===== src/sv/hes_pkg.sv =====
`default_nettype none

package hes_pkg;

   localparam int WordBits   = 64;
   localparam int LenBits    = 7;
   localparam int SynBits    = 7;
   localparam int QueueDepth = 2;

   typedef enum logic {
      FUNC_ENCODE = 1'b0,
      FUNC_CHECK  = 1'b1
   } func_type;

   typedef struct packed {
      func_type              func;
      logic [WordBits-1:0]   word_in;
      logic [LenBits-1:0]    item_bits;
   } req_type;

   typedef struct packed {
      logic [WordBits-1:0]   codeword_out;
      logic [LenBits-1:0]    code_bits;
      logic [SynBits-1:0]    syndrome;
      logic                  error_found;
      logic                  bad_length;
   } rsp_type;

   // Classified item: word is the scattered data (encode) or the masked
   // codeword (check), zero when the length is rejected.
   typedef struct packed {
      func_type              func;
      logic                  bad;
      logic [WordBits-1:0]   word;
      logic [LenBits-1:0]    code_bits;
   } work_type;

   // Smallest r with 2^r >= n + r + 1.
   function automatic logic [3:0] check_bit_count(input logic [LenBits-1:0] n);
      logic [3:0] r;
      if (n == '0)               r = 4'd0;
      else if (n <= 7'd1)        r = 4'd2;
      else if (n <= 7'd4)        r = 4'd3;
      else if (n <= 7'd11)       r = 4'd4;
      else if (n <= 7'd26)       r = 4'd5;
      else if (n <= 7'd57)       r = 4'd6;
      else if (n <= 7'd120)      r = 4'd7;
      else                       r = 4'd8;
      return r;
   endfunction

   // Place data bits, lowest first, into the non-power-of-two positions.
   function automatic logic [WordBits-1:0] scatter_data(input logic [WordBits-1:0] data);
      logic [WordBits-1:0] cw;
      int j;
      cw = '0;
      j  = 0;
      for (int p = 1; p <= WordBits; p++) begin
         if ((p & (p - 1)) != 0) begin
            cw[p-1] = data[j];
            j++;
         end
      end
      return cw;
   endfunction

   // Positions whose 1-based index has bit t set.
   function automatic logic [WordBits-1:0] parity_column(input int t);
      logic [WordBits-1:0] m;
      m = '0;
      for (int p = 1; p <= WordBits; p++) begin
         if (((p >> t) & 1) == 1) begin
            m[p-1] = 1'b1;
         end
      end
      return m;
   endfunction

   // XOR of the indices of all set positions, one reduction tree per bit.
   function automatic logic [SynBits-1:0] position_syndrome(input logic [WordBits-1:0] w);
      logic [SynBits-1:0] s;
      for (int t = 0; t < SynBits; t++) begin
         s[t] = ^(w & parity_column(t));
      end
      return s;
   endfunction

endpackage

`default_nettype wire


===== src/sv/hamming_encode_and_syndrome.sv =====
`default_nettype none

// Channel   Ports                            Payload
// request   req_valid req_ready req_payload   func, word_in, item_bits
// response  rsp_valid rsp_ready rsp_payload   codeword_out, code_bits, syndrome,
//                                             error_found, bad_length
//
// One item per cycle sustained while rsp_ready stays high. An accepted item is
// written into the queue and then loaded into the output register, from which
// it transfers as a response.
// The front classifies and scatters in the transfer cycle; the back XOR tree
// finishes the item. Synchronous reset empties the two-entry queue and the
// output register. A stalled response holds the output register; the queue
// absorbs up to two more items before req_ready falls.

module hamming_encode_and_syndrome #(
   parameter int MAX_CODE_BITS = 64
) (
   input  logic              clock,
   input  logic              reset,
   input  logic              req_valid,
   output logic              req_ready,
   input  hes_pkg::req_type  req_payload,
   output logic              rsp_valid,
   input  logic              rsp_ready,
   output hes_pkg::rsp_type  rsp_payload
);
   import hes_pkg::*;

   logic     wr_valid, wr_ready;
   work_type wr_data;
   logic     pop_valid, pop_ready;
   work_type pop_data;

   hes_front #(
      .MAX_CODE_BITS (MAX_CODE_BITS)
   ) u_front (
      .req_valid   (req_valid),
      .req_ready   (req_ready),
      .req_payload (req_payload),
      .wr_valid    (wr_valid),
      .wr_ready    (wr_ready),
      .wr_data     (wr_data)
   );

   hes_queue u_queue (
      .clock      (clock),
      .reset      (reset),
      .push_valid (wr_valid),
      .push_ready (wr_ready),
      .push_data  (wr_data),
      .pop_valid  (pop_valid),
      .pop_ready  (pop_ready),
      .pop_data   (pop_data)
   );

   hes_back u_back (
      .clock       (clock),
      .reset       (reset),
      .pop_valid   (pop_valid),
      .pop_ready   (pop_ready),
      .pop_data    (pop_data),
      .rsp_valid   (rsp_valid),
      .rsp_ready   (rsp_ready),
      .rsp_payload (rsp_payload)
   );

endmodule

`default_nettype wire


===== src/sv/hes_front.sv =====
`default_nettype none

module hes_front #(
   parameter int MAX_CODE_BITS = 64
) (
   input  logic              req_valid,
   output logic              req_ready,
   input  hes_pkg::req_type  req_payload,
   output logic              wr_valid,
   input  logic              wr_ready,
   output hes_pkg::work_type wr_data
);
   import hes_pkg::*;

   localparam logic [LenBits:0] MaxBits = (LenBits + 1)'(MAX_CODE_BITS);

   logic [3:0]          r;
   logic [LenBits:0]    total;
   logic                bad;
   logic [WordBits-1:0] mask;
   logic [WordBits-1:0] masked;

   always_comb begin
      r     = check_bit_count(req_payload.item_bits);
      total = {1'b0, req_payload.item_bits} + {(LenBits - 3)'(0), r};
      for (int i = 0; i < WordBits; i++) begin
         mask[i] = LenBits'(i) < req_payload.item_bits;
      end
      masked = req_payload.word_in & mask;
      if (req_payload.func == FUNC_ENCODE) begin
         bad = total > MaxBits;
      end else begin
         bad = {1'b0, req_payload.item_bits} > MaxBits;
      end
   end

   always_comb begin
      wr_data.func      = req_payload.func;
      wr_data.bad       = bad;
      wr_data.word      = '0;
      wr_data.code_bits = '0;
      if (!bad) begin
         if (req_payload.func == FUNC_ENCODE) begin
            wr_data.word      = scatter_data(masked);
            wr_data.code_bits = total[LenBits-1:0];
         end else begin
            wr_data.word = masked;
         end
      end
   end

   assign wr_valid  = req_valid;
   assign req_ready = wr_ready;

endmodule

`default_nettype wire


===== src/sv/hes_queue.sv =====
`default_nettype none

module hes_queue (
   input  logic              clock,
   input  logic              reset,
   input  logic              push_valid,
   output logic              push_ready,
   input  hes_pkg::work_type push_data,
   output logic              pop_valid,
   input  logic              pop_ready,
   output hes_pkg::work_type pop_data
);
   import hes_pkg::*;

   localparam int PtrBits = (QueueDepth > 1) ? $clog2(QueueDepth) : 1;
   localparam int CntBits = $clog2(QueueDepth + 1);

   work_type            mem_ff [QueueDepth];
   logic [PtrBits-1:0]  wr_ptr_ff, wr_ptr_in;
   logic [PtrBits-1:0]  rd_ptr_ff, rd_ptr_in;
   logic [CntBits-1:0]  count_ff, count_in;
   logic                push;
   logic                pop;

   assign push_ready = count_ff < CntBits'(QueueDepth);
   assign pop_valid  = count_ff != '0;
   assign pop_data   = mem_ff[rd_ptr_ff];
   assign push       = push_valid && push_ready;
   assign pop        = pop_valid && pop_ready;

   function automatic logic [PtrBits-1:0] next_ptr(input logic [PtrBits-1:0] p);
      logic [PtrBits-1:0] n;
      if (p == PtrBits'(QueueDepth - 1)) n = '0;
      else                               n = p + 1'b1;
      return n;
   endfunction

   always_comb begin
      wr_ptr_in = push ? next_ptr(wr_ptr_ff) : wr_ptr_ff;
      rd_ptr_in = pop  ? next_ptr(rd_ptr_ff) : rd_ptr_ff;
      count_in  = count_ff;
      if (push && !pop) count_in = count_ff + 1'b1;
      if (pop && !push) count_in = count_ff - 1'b1;
   end

   always_ff @(posedge clock) begin
      if (reset) begin
         wr_ptr_ff <= '0;
         rd_ptr_ff <= '0;
         count_ff  <= '0;
      end else begin
         wr_ptr_ff <= wr_ptr_in;
         rd_ptr_ff <= rd_ptr_in;
         count_ff  <= count_in;
      end
   end

   always_ff @(posedge clock) begin
      if (push) begin
         mem_ff[wr_ptr_ff] <= push_data;
      end
   end

   a_count_bound: assert property (@(posedge clock) disable iff (reset)
      count_ff <= CntBits'(QueueDepth))
      else $error("queue count past depth");

   a_count_up: assert property (@(posedge clock) disable iff (reset)
      push && !pop |=> count_ff == $past(count_ff) + 1'b1)
      else $error("queue count missed a push");

   a_count_down: assert property (@(posedge clock) disable iff (reset)
      pop && !push |=> count_ff == $past(count_ff) - 1'b1)
      else $error("queue count missed a pop");

endmodule

`default_nettype wire


===== src/sv/hes_back.sv =====
`default_nettype none

module hes_back (
   input  logic              clock,
   input  logic              reset,
   input  logic              pop_valid,
   output logic              pop_ready,
   input  hes_pkg::work_type pop_data,
   output logic              rsp_valid,
   input  logic              rsp_ready,
   output hes_pkg::rsp_type  rsp_payload
);
   import hes_pkg::*;

   logic               valid_ff, valid_in;
   rsp_type            rsp_ff, rsp_in;
   logic [SynBits-1:0] syn;
   logic               pop;

   assign pop_ready = !valid_ff || rsp_ready;
   assign pop       = pop_valid && pop_ready;

   always_comb begin
      syn    = position_syndrome(pop_data.word);
      rsp_in = '0;
      rsp_in.bad_length = pop_data.bad;
      if (pop_data.func == FUNC_ENCODE) begin
         rsp_in.codeword_out = pop_data.word;
         // drop the syndrome bits into the power-of-two positions
         for (int t = 0; t < SynBits; t++) begin
            rsp_in.codeword_out[(1 << t) - 1] = syn[t];
         end
         rsp_in.code_bits = pop_data.code_bits;
      end else begin
         rsp_in.syndrome    = syn;
         rsp_in.error_found = syn != '0;
      end
   end

   always_comb begin
      valid_in = valid_ff;
      if (pop)                      valid_in = 1'b1;
      else if (valid_ff && rsp_ready) valid_in = 1'b0;
   end

   always_ff @(posedge clock) begin
      if (reset) begin
         valid_ff <= 1'b0;
      end else begin
         valid_ff <= valid_in;
      end
   end

   always_ff @(posedge clock) begin
      if (pop) begin
         rsp_ff <= rsp_in;
      end
   end

   assign rsp_valid   = valid_ff;
   assign rsp_payload = rsp_ff;

   a_bad_clears: assert property (@(posedge clock) disable iff (reset)
      valid_ff && rsp_ff.bad_length |->
         rsp_ff.codeword_out == '0 && rsp_ff.code_bits == '0 &&
         rsp_ff.syndrome == '0 && !rsp_ff.error_found)
      else $error("rejected length left a nonzero field");

   a_encode_no_syn: assert property (@(posedge clock) disable iff (reset)
      valid_ff && rsp_ff.code_bits != '0 |->
         rsp_ff.syndrome == '0 && !rsp_ff.error_found)
      else $error("encode result carries a syndrome");

   a_error_flag: assert property (@(posedge clock) disable iff (reset)
      valid_ff |-> rsp_ff.error_found == (rsp_ff.syndrome != '0))
      else $error("error flag disagrees with syndrome");

endmodule

`default_nettype wire

===== config.mk =====
export PLATFORM = sky130hd
export DESIGN_NAME = hamming_encode_and_syndrome
export DESIGN_NICKNAME = d
export VERILOG_FILES = /design/src/sv/hes_pkg.sv /design/src/sv/hamming_encode_and_syndrome.sv /design/src/sv/hes_front.sv /design/src/sv/hes_queue.sv /design/src/sv/hes_back.sv
export SDC_FILE = /design/constraint.sdc
export NUM_CORES = 1
export LEC_CHECK = 0
export BUFFER_PORTS_ARGS = -buffer_cell sky130_fd_sc_hd__clkbuf_2
export CORE_UTILIZATION = 45
export DETAILED_ROUTE_END_ITERATION = 10
export PLACE_DENSITY = 0.72
export SYNTH_ARGS = -nofsm -noshare
export SYNTH_HDL_FRONTEND = slang
export SYNTH_SLANG_ARGS = --single-unit

===== constraint.sdc =====
create_clock -name clock -period 8.3 [get_ports clock]
set_input_delay 0.415 -clock clock [delete_from_list [all_inputs] [get_ports clock]]
set_output_delay 0.415 -clock clock [all_outputs]
set_load 0.02 [all_outputs]

==> flow_metrics.env <==
export IMPL_max_slew_worst_pin_slew_ps=1060
export IMPL_drv_cap=0
export IMPL_grt_pass1_vias=8149
export IMPL_place_hpwl_um=23400
export IMPL_total_power_mw=5.95
export IMPL_met2_length_um=14500
export IMPL_drcViolationCount=5
export IMPL_worstSetupEndpointType="flip-flop"
export IMPL_highest_layer="met4"
export IMPL_path_max_fanout=36
export IMPL_antenna_left=0
export IMPL_die_height_um=166
export IMPL_synth_nets=1104
export IMPL_final_hold_viol_count=0
export IMPL_antenna_found_initial=0
export IMPL_cellLeakagePower_nw=5.21
export IMPL_yosys_most_used_dff="edfxtp_1"
export IMPL_r2r_cells=9
export IMPL_cts_sinks=232
export IMPL_wl_met3_um=2220
export IMPL_synth_xor_area_share_pct=13.0
export IMPL_met1Wirelength_um=14500
export IMPL_vias_per_cell=5.54
export IMPL_grt_overflow_total=0
export IMPL_syn_avg_cell_area_um2=11.9
export IMPL_grt_first_pass_wirelength_um=48400
export IMPL_crit_path_cell_trace="clkbuf_2, or2_2, or3_1, o31ai_1, a222oi_1, inv_1, ha_1, fa_1, a21o_1, a21oi_1, nor2_1, xnor2_1, a41oi_1, nand2b_1, and2_2, buf_4, nor3_1"
export IMPL_arrival_ps=5030
export IMPL_cts_tree="yes"
export IMPL_async_flop_share_pct=0
export IMPL_min_period_ps=4800
export IMPL_p_int_mw=3.61
export IMPL_synth_warnings=0
export IMPL_wl_um=31900
export IMPL_routabilityCongestion=0.940
export IMPL_status="finished with violations"
export IMPL_skew_ps=8.48
export IMPL_p_seq_share_pct=34.0
export IMPL_cts_buffer_depth=3
export IMPL_row_count=59
export IMPL_clk_latency_ps=510
export IMPL_rsz0062_at_grt="no"
export IMPL_drv_slew=0
export IMPL_final_cells=1503
export IMPL_cts_resized_gates=0
export IMPL_synth_mux_area_share_pct=9.19
export IMPL_ys_seq_elements=232
export IMPL_violations="design-rule violations"
export IMPL_antenna_cells=0
export IMPL_initial_utilization_pct=46.2
export IMPL_yosysSeqAreaShare_pct=56.9
export IMPL_area_growth_pct=14.5
export IMPL_startpoint_type="input pin"
export IMPL_ir_drop_uv=289
export IMPL_clk_pin_slew_ps=60
export IMPL_synth_enable_flop_cells=226
export IMPL_cts_hold_buffers=0
export IMPL_p_sw_share_pct=39.3
export IMPL_final_area_um2=13900
export IMPL_fp_dieW_um=166
export IMPL_cts_htree_levels=1
export IMPL_cts_setup_buffers=0
export IMPL_place_area_um2=13100
export IMPL_drt_pre_antenna_iters=8
export IMPL_final_core_util_pct=52.9
export IMPL_cp_required_ps=8530
export IMPL_drt_first_iter_violations=782
export IMPL_fp_dieArea_um2=27600
export IMPL_synthesis_area_um2=12100
export IMPL_yosys_area_share_simple_pct=9.91
export IMPL_finalSetupTns_ps=0
export IMPL_vias=8322
export IMPL_setup_violations=0
export IMPL_place_inst=1461
export IMPL_routedWlPerCell_um=21.2
export IMPL_pwr_share_comb_pct=48.1
export IMPL_critical_path_max_stage_delay_ps=490
export IMPL_synth_fa_ha_area_share_pct=0.680
export IMPL_worstSetupPathType="in2reg"
export IMPL_cts_root_buf="clkbuf_16"
export IMPL_synth_top_family_by_area="XOR/XNOR gates"
export IMPL_cts_buffers=24
export IMPL_min_path_type="in2reg"
export IMPL_synthCells=1022
export IMPL_grt_usage_pct=23.0
export IMPL_grt_max_degree=74
export IMPL_nNetsFinal=1234
export IMPL_pin_count=158
export IMPL_powerDensity_nw_per_um2=428
export IMPL_slew_headroom_pct=28.9
export IMPL_core_um2=26300
export IMPL_drive_gt1_share_pct=19.1
export IMPL_ys_types=53
export IMPL_power_frac_clock_pct=17.9
export IMPL_fmax_mhz=208
export IMPL_cp_slowest_cell="and2_2"
export IMPL_synth_compound_area_share_pct=7.47
export IMPL_p_sw_mw=2.34
export IMPL_fin_crit_sh_pct=57.8
export IMPL_hold_depth=2
export IMPL_io_buffers=157
path summary, 6_finish.rpt:
path | startpoint | to | slack [ps]
hold reg to reg | u_queue.rd_ptr_ff$_SDFFE_PP0P_ | flip-flop | 520
setup / recovery | req_payload[6] | u_queue.mem_ff[1][68]$_DFFE_PP_ | 3500
setup reg to reg | flip-flop | u_back.rsp_payload[1]$_SDFFCE_PN0P_ | 4480
hold / removal | reset | flip-flop | 140
metal layers:
layer  global-route usage [%]  vias to the layer above
met2                     36.6                      371
met4                     6.04                        0
met5                        0                        -
li1                         -                     3891
met1                     33.0                     4023
met3                     3.36                       37
critical path, delay by kind of cell:
family                   cells  cell delay, ps
adder cells (fa/ha/maj)      2             610
XOR/XNOR                     1             180
AND/OR/NAND/NOR              6            1750
buffers and inverters        3            1040
AO/OA/AOI/OAI                5            1000
power by group through the flow:
stage          Sequential, mW  Clock, mW  Combinational [mW]
6_report                 2.02       1.06                2.86
4_1_cts                  2.03       1.08                2.89
3_3_place_gp             2.04          0                2.83
2_1_floorplan            2.22          0                1.96
5_1_grt                  2.07       1.13                3.09
3_5_place_dp             2.05          0                2.88
synth_stat cells, drive strengths merged, types with 5 or more instances:
cell type / instances / share of area (%)
o211ai: 8 / 0.49
nor2: 193 / 6.0
xnor3: 5 / 0.93
nor2b: 7 / 0.36
a31oi: 14 / 0.72
xor2: 77 / 5.6
a21o: 5 / 0.31
and3: 11 / 0.57
a21oi: 44 / 1.8
o21ai: 42 / 1.7
ha: 5 / 0.52
or2: 7 / 0.36
or3: 5 / 0.26
and2: 7 / 0.36
inv: 7 / 0.22
nand3: 12 / 0.49
dfxtp: 6 / 0.99
xnor2: 88 / 6.5
nand2: 33 / 1.0
buf: 17 / 1.2
mux2i: 107 / 8.9
o21a: 7 / 0.43
clkbuf: 46 / 1.4
o2111ai: 10 / 0.72
edfxtp: 226 / 56
a21boi: 5 / 0.31
metrics by stage:
step           setup slack [ps]  hold slack, ps
5_1_grt                    3170             143
6_report                   3500             137
4_1_cts                    3550             128
3_5_place_dp               3040             508
3_3_place_gp               3200             491
2_1_floorplan              3910             478
registers in the layout, indices dropped and copies added (netlist names), named ones only:
signal              cells
u_back.rsp_payload     80
u_back.rsp_valid        1
u_queue.count_ff        2
u_queue.mem_ff        146
u_queue.rd_ptr_ff       1
u_queue.wr_ptr_ff       1
layout make-up:
type	instances	area [µm²]
fill	2306	12400
sequential	232	6910
multi-input combinational	719	4910
timing repair buffer	167	861
clock buffer	31	648
tap	335	419
clock inverter	11	130
inverter	8	30.0
cell usage in the layout (no fill, tap or decap), types with 4 or more instances in the layout:
master and instances:
edfxtp_1 226, nor2_1 192, clkbuf_2 157, mux2i_1 104, xnor2_1 85, xor2_1 77, a21oi_1 44, o21ai_0 41
nand2_1 33, clkbuf_16 25, a31oi_1 14, nand3_1 12, and3_1 10, o2111ai_1 10, buf_4 10, o211ai_1 8
or2_2 7, nor2b_1 7, inv_1 6, o21a_1 6, and2_1 6, clkbuf_1 6, or3_1 5, a21o_1 5
a21boi_0 5, xnor3_1 5, ha_1 5, clkinv_2 5, dfxtp_1 5, o22a_1 4
logic make-up after synthesis:
logic type,Yosys count
AO/OA/AOI/OAI,148
XOR/XNOR,170
adder cells (fa/ha/maj),6
flip-flops,232
AND/OR/NAND/NOR,285
buffers and inverters,71
multiplexers,110
No activity file was read; power rests on OpenSTA's default activity.
